**src/hw/rtl/rrts_pkg.sv**
```systemverilog
package rrts_pkg;

  // Fixed field widths of the request and result beats
  localparam int unsigned ID_W  = 7;
  localparam int unsigned VAL_W = 32;

  // Per-slot thread state
  typedef enum logic [2:0] {
    ST_RUNNING = 3'd0,
    ST_READY   = 3'd1,
    ST_BLOCKED = 3'd2,
    ST_ZOMBIE  = 3'd3,
    ST_CLEAN   = 3'd4
  } slot_state_e;

  // Request kinds
  typedef enum logic [1:0] {
    OP_TICK   = 2'd0,
    OP_CREATE = 2'd1,
    OP_EXIT   = 2'd2,
    OP_JOIN   = 2'd3
  } op_e;

  // Result status codes
  typedef enum logic [2:0] {
    STAT_OK      = 3'd0,
    STAT_FULL    = 3'd1,
    STAT_NOSUCH  = 3'd2,
    STAT_NOREADY = 3'd3,
    STAT_ALLDONE = 3'd4
  } status_e;

  // Scan match masks, one bit per state code
  localparam logic [7:0] MASK_READY = 8'b0000_0010;
  localparam logic [7:0] MASK_CLEAN = 8'b0001_0000;
  localparam logic [7:0] MASK_ALIVE = 8'b0000_0111;  // running, ready, blocked

  typedef struct packed {
    logic       start;
    logic [7:0] mask;
  } scan_req_t;

  typedef struct packed {
    logic busy;
    logic done;
    logic hit;
  } scan_rsp_t;

endpackage

```
**src/hw/rtl/rrts_scan.sv**
```systemverilog
module rrts_scan #(
  parameter int unsigned SLOTS = 128,
  parameter int unsigned IDW   = 7,
  parameter int unsigned CNTW  = 8
) (
  input  logic                  clk_i,
  input  logic                  rst_ni,
  input  rrts_pkg::scan_req_t   req_i,
  input  logic [IDW-1:0]        start_idx_i,
  input  logic [CNTW-1:0]       count_i,
  output logic [IDW-1:0]        rd_addr_o,
  input  rrts_pkg::slot_state_e rd_state_i,
  output rrts_pkg::scan_rsp_t   rsp_o,
  output logic [IDW-1:0]        hit_idx_o
);
  import rrts_pkg::*;

  logic            busy_q, busy_d;
  logic            pend_q, pend_d;
  logic [IDW-1:0]  ptr_q, ptr_d;
  logic [IDW-1:0]  pend_addr_q, pend_addr_d;
  logic [CNTW-1:0] left_q, left_d;
  logic [7:0]      mask_q, mask_d;
  logic            hit_now, miss_now, issue;

  // Compare the returned state of the previous probe, issue the next one
  always_comb begin
    hit_now  = pend_q && mask_q[rd_state_i];
    miss_now = busy_q && (left_q == '0) && !hit_now;
    issue    = busy_q && (left_q != '0) && !hit_now;

    busy_d      = busy_q && !(hit_now || miss_now);
    pend_d      = issue;
    ptr_d       = ptr_q;
    left_d      = left_q;
    mask_d      = mask_q;
    pend_addr_d = pend_addr_q;

    if (issue) begin
      pend_addr_d = ptr_q;
      left_d      = left_q - 1'b1;
      ptr_d       = (ptr_q == IDW'(SLOTS - 1)) ? '0 : ptr_q + 1'b1;
    end

    if (req_i.start) begin
      busy_d = 1'b1;
      pend_d = 1'b0;
      ptr_d  = start_idx_i;
      left_d = count_i;
      mask_d = req_i.mask;
    end
  end

  always_ff @(posedge clk_i or negedge rst_ni) begin
    if (!rst_ni) begin
      busy_q <= 1'b0;
      pend_q <= 1'b0;
    end else begin
      busy_q <= busy_d;
      pend_q <= pend_d;
    end
  end

  always_ff @(posedge clk_i) begin
    ptr_q       <= ptr_d;
    left_q      <= left_d;
    mask_q      <= mask_d;
    pend_addr_q <= pend_addr_d;
  end

  assign rd_addr_o  = ptr_q;
  assign hit_idx_o  = pend_addr_q;
  assign rsp_o.busy = busy_q;
  assign rsp_o.done = hit_now || miss_now;
  assign rsp_o.hit  = hit_now;

endmodule

```
**config.mk**
```make
export PLATFORM = sky130hd
export DESIGN_NAME = rrts_scan
export DESIGN_NICKNAME = d
export VERILOG_FILES = /design/src/hw/rtl/rrts_pkg.sv /design/src/hw/rtl/rrts_scan.sv
export SDC_FILE = /design/constraint.sdc
export NUM_CORES = 1
export LEC_CHECK = 0
export ABC_AREA = 1
export BUFFER_PORTS_ARGS = -buffer_cell sky130_fd_sc_hd__buf_4
export CORE_ASPECT_RATIO = 0.6
export CORE_MARGIN = 3
export CORE_UTILIZATION = 45
export CTS_CLUSTER_SIZE = 30
export DETAILED_ROUTE_END_ITERATION = 12
export GPL_TIMING_DRIVEN = 0
export PLACE_DENSITY = 0.84
export SLEW_MARGIN = 30
export SYNTH_ARGS = -nofsm -noshare
export SYNTH_HDL_FRONTEND = slang
export SYNTH_SLANG_ARGS = --single-unit
export TNS_END_PERCENT = 100
```
**constraint.sdc**
```tcl
create_clock -name clk_i -period 1.6 [get_ports clk_i]
set_clock_uncertainty 0.15 [all_clocks]
set_input_delay 0.08 -clock clk_i [delete_from_list [all_inputs] [get_ports clk_i]]
set_output_delay 0.08 -clock clk_i [all_outputs]
set_load 0.05 [all_outputs]
```
==> metrics <==
outcome finished, violations left; failing checks setup timing; 1st-iter DRT viols 149; worst path setup slack after routing -102.3 ps; Worst slew margin 40.15%; Seq pwr share 41.4%; Placement Setup Slack -235.3 ps; area of the die 4163 um^2; worst vdd rail ir drop 0.0007628 V; largest net degree at the start of global routing 12; worst-margin pin slew 897.7 ps; CP max stage cell edfxtp_1; Cell Chain, Critical Path inv_2 > ha_4 > nand2_4 > nor3_4 > nand2_1 > nand2_1 > buf_6; placed cell area 1941 um^2; Die Y 51.19 um; initial antenna violation count 0; post-route insts no fill 286; clock power share 20.9%; Buffers on Ports 45; Post-Synth XOR/XNOR Area 2.859%; vias in the first global route 1,396; Area Growth Syn to Fin 62.25%; YS warnings 0; layout cell share with drive strength beyond 1 39.75%; hold crit path type primary input to register; post-synthesis cell type count 23; most used cell, CP nand2_1; Total GRT Usage 22.98%; Final GP Congestion 0.8146; CP max FO 2; # diodes 0; switching power 1.148 mW; detailed placer's ending HPWL 2.423 mm; CP Launch Type register; Clock Path Buffers 2; clock-pin transition on the worst setup and hold timing paths 70 ps; Clk Latency, worst-skew pair 290 ps; first-pass GRT wire length 6.865 mm; TritonCTS Buffers 5; drt total wl 5.259 mm; # nets final 275; Final Max Slew Viols 0; CTS root buf clkbuf_8; Via density 5.392; via count 1,542; Core ar. 3059 um^2; Setup-failing EPs final 27; TritonCTS clock tree done; f_max 0.5875 GHz; gate count after technology mapping 153; Net Sw Frac 38.60%; largest family of logic cells by synthesized area simple AND/OR/NAND/NOR gates; DR WL/cell 18.39 um; Syn Nets 185; DRC violations left 0; min cycle time layout 1702 ps; IO Count 46; Max-Cap Viols 0; fraction of the mapped netlist area in adder cells 2.451%; #FFs+latches synth 32; final hold viol count 0; Power Dens Cells 1197 nW/um^2; post-synthesis simple-gate area fraction 19.85%; effective utilization at floorplan 50.06%; area of the mapped netlist 1531 um^2; clock sinks 32; Tot Pwr 2.976 mW; period utilisation layout 106.4%; Leak 1.124 nW; logic gate share of total power 37.7%; DRT Pass-1 Iters 5; CP required 1370 ps; RSZ-0062 raised after global routing yes; Worst EP arrival 1470 ps; Internal 1.827 mW; H-tree depth 2; critical path capture point type output pin; crit path kind register to output pin; syn avg cell area 10.01 um^2; row count 15; post-synthesis compound-gate area fraction 5.474%; Seq/Total Area, Yosys 62.09%; mux share of post-synthesis cell area 0%; die width 81.32 um; max incr delay on CP 400 ps; fin area 2485 um^2; Layout Utilization 81.23%; grt ovf 0; Placed Cells 240; antenna-violating nets left 0
## critical path: cells and delay by family (launching register included)
kind          cells  cell delay [ps]
fa+ha+maj         1              150
buf+inv           2              270
flops             1              400
simple gates      4              370
## kinds of logic (layout without fill, tap and decap cells)
family,count (synthesis),count (layout)
DFF,32,32
and+or+nand+nor,70,71
buffers and inverters,27,117
adders and majority gates,3,3
xor gates and xnor gates,5,5
AOI/OAI and AO/OA,16,16
## Yosys cell counts
| library cell | instances | area share [%] |
|---|---|---|
| nand2_1 | 39 | 9.6 |
| edfxtp_1 | 30 | 59 |
| inv_1 | 21 | 5.1 |
| nor2_1 | 12 | 2.9 |
| o21ai_0 | 12 | 3.9 |
| nand3_1 | 10 | 3.3 |
| xor2_1 | 4 | 2.3 |
| a31oi_1 | 3 | 1.2 |
| ha_1 | 3 | 2.5 |
| buf_2 | 2 | 0.65 |
| buf_4 | 2 | 0.98 |
| dfrtp_1 | 2 | 3.3 |
| nand3_2 | 2 | 1.3 |
| nor3_1 | 2 | 0.65 |
| a21oi_1 | 1 | 0.33 |
| clkbuf_1 | 1 | 0.24 |
| inv_2 | 1 | 0.24 |
| nand2_2 | 1 | 0.41 |
| nand3b_1 | 1 | 0.49 |
| nor2_2 | 1 | 0.41 |
| or2_0 | 1 | 0.41 |
| or2_2 | 1 | 0.41 |
| xnor2_1 | 1 | 0.57 |
## sequential cells by signal, summed over array words and instances, names as in the netlist
| name | cells |
|---|---|
| rd_addr_o | 7 |
| left_q | 8 |
| pend_q | 1 |
| hit_idx_o | 7 |
| busy_q | 1 |
| mask_q | 8 |
## repair_timing
action / CTS / global route
setup buffers: 5 / 9
pin swaps: 10 / 8
gates cloned: 1 / 0
resized for setup: 17 / 15
setup endpoints to repair: 24 / 32
hold buffers: 24 / 0
hold endpoints to repair: 31 / 0
## cell type report
class / count / area, um^2
Sequential cell: 32 / 950.9
Timing Repair Buffer: 83 / 701.9
Multi-Input combinational cell: 95 / 593.1
Fill cell: 161 / 574.3
Inverter: 22 / 82.58
Clock buffer: 5 / 68.82
Tap cell: 42 / 52.55
Buffer: 4 / 21.27
Clock inverter: 3 / 13.76
## layer usage
| layer | GRT usage [%] | up-vias | wire length [um] |
|---|---|---|---|
| li1 | - | 686 | - |
| met4 | 7.865 | 0 | 206 |
| met3 | 5.986 | 24 | 438 |
| met5 | 0 | - | 0 |
| met2 | 37.97 | 110 | 2527 |
| met1 | 29.32 | 722 | 2088 |
## path summary, 6_finish.rpt
kind,startpoint,end,slack [ps],cells after the start
max reg2reg,left_q[0],left_q[7],-90,8
min in group asynchronous,rst_ni,pend_q,510,3
max in group asynchronous,rst_ni,busy_q,660,3
min,count_i[3],left_q[3],70,3
max,left_q[0],rsp_o[1],-100,7
min reg2reg,rd_addr_o[5],hit_idx_o[5],430,0
## stage by stage
step                hold slack, ps  setup TNS [ps]
CTS                          17.69          -972.3
finish                       74.96           -1787
global route                 43.80           -3552
detailed placement          -284.3           -5087
floorplan                   -365.6          -768.4
global placement            -284.8           -4318
## cell usage in the layout (no fill, tap or decap), types with 7 or more instances in the layout
cell type       n
inv_2           7
o21ai_0         8
dlygate4sd3_1  24
inv_1          15
nand3_1         9
edfxtp_1       30
nand2_1        34
buf_4          56
nor2_1          8
## power by group through the flow
stage	Combinational (mW)	Sequential (mW)	Clock [mW]
6_report	1.12	1.23	0.622
5_1_grt	1.18	1.24	0.651
4_1_cts	0.961	1.21	0.598
3_5_place_dp	0.815	1.22	0
3_3_place_gp	0.801	1.21	0
2_1_floorplan	0.274	1.48	0
No activity file was read; power rests on OpenSTA's default activity.
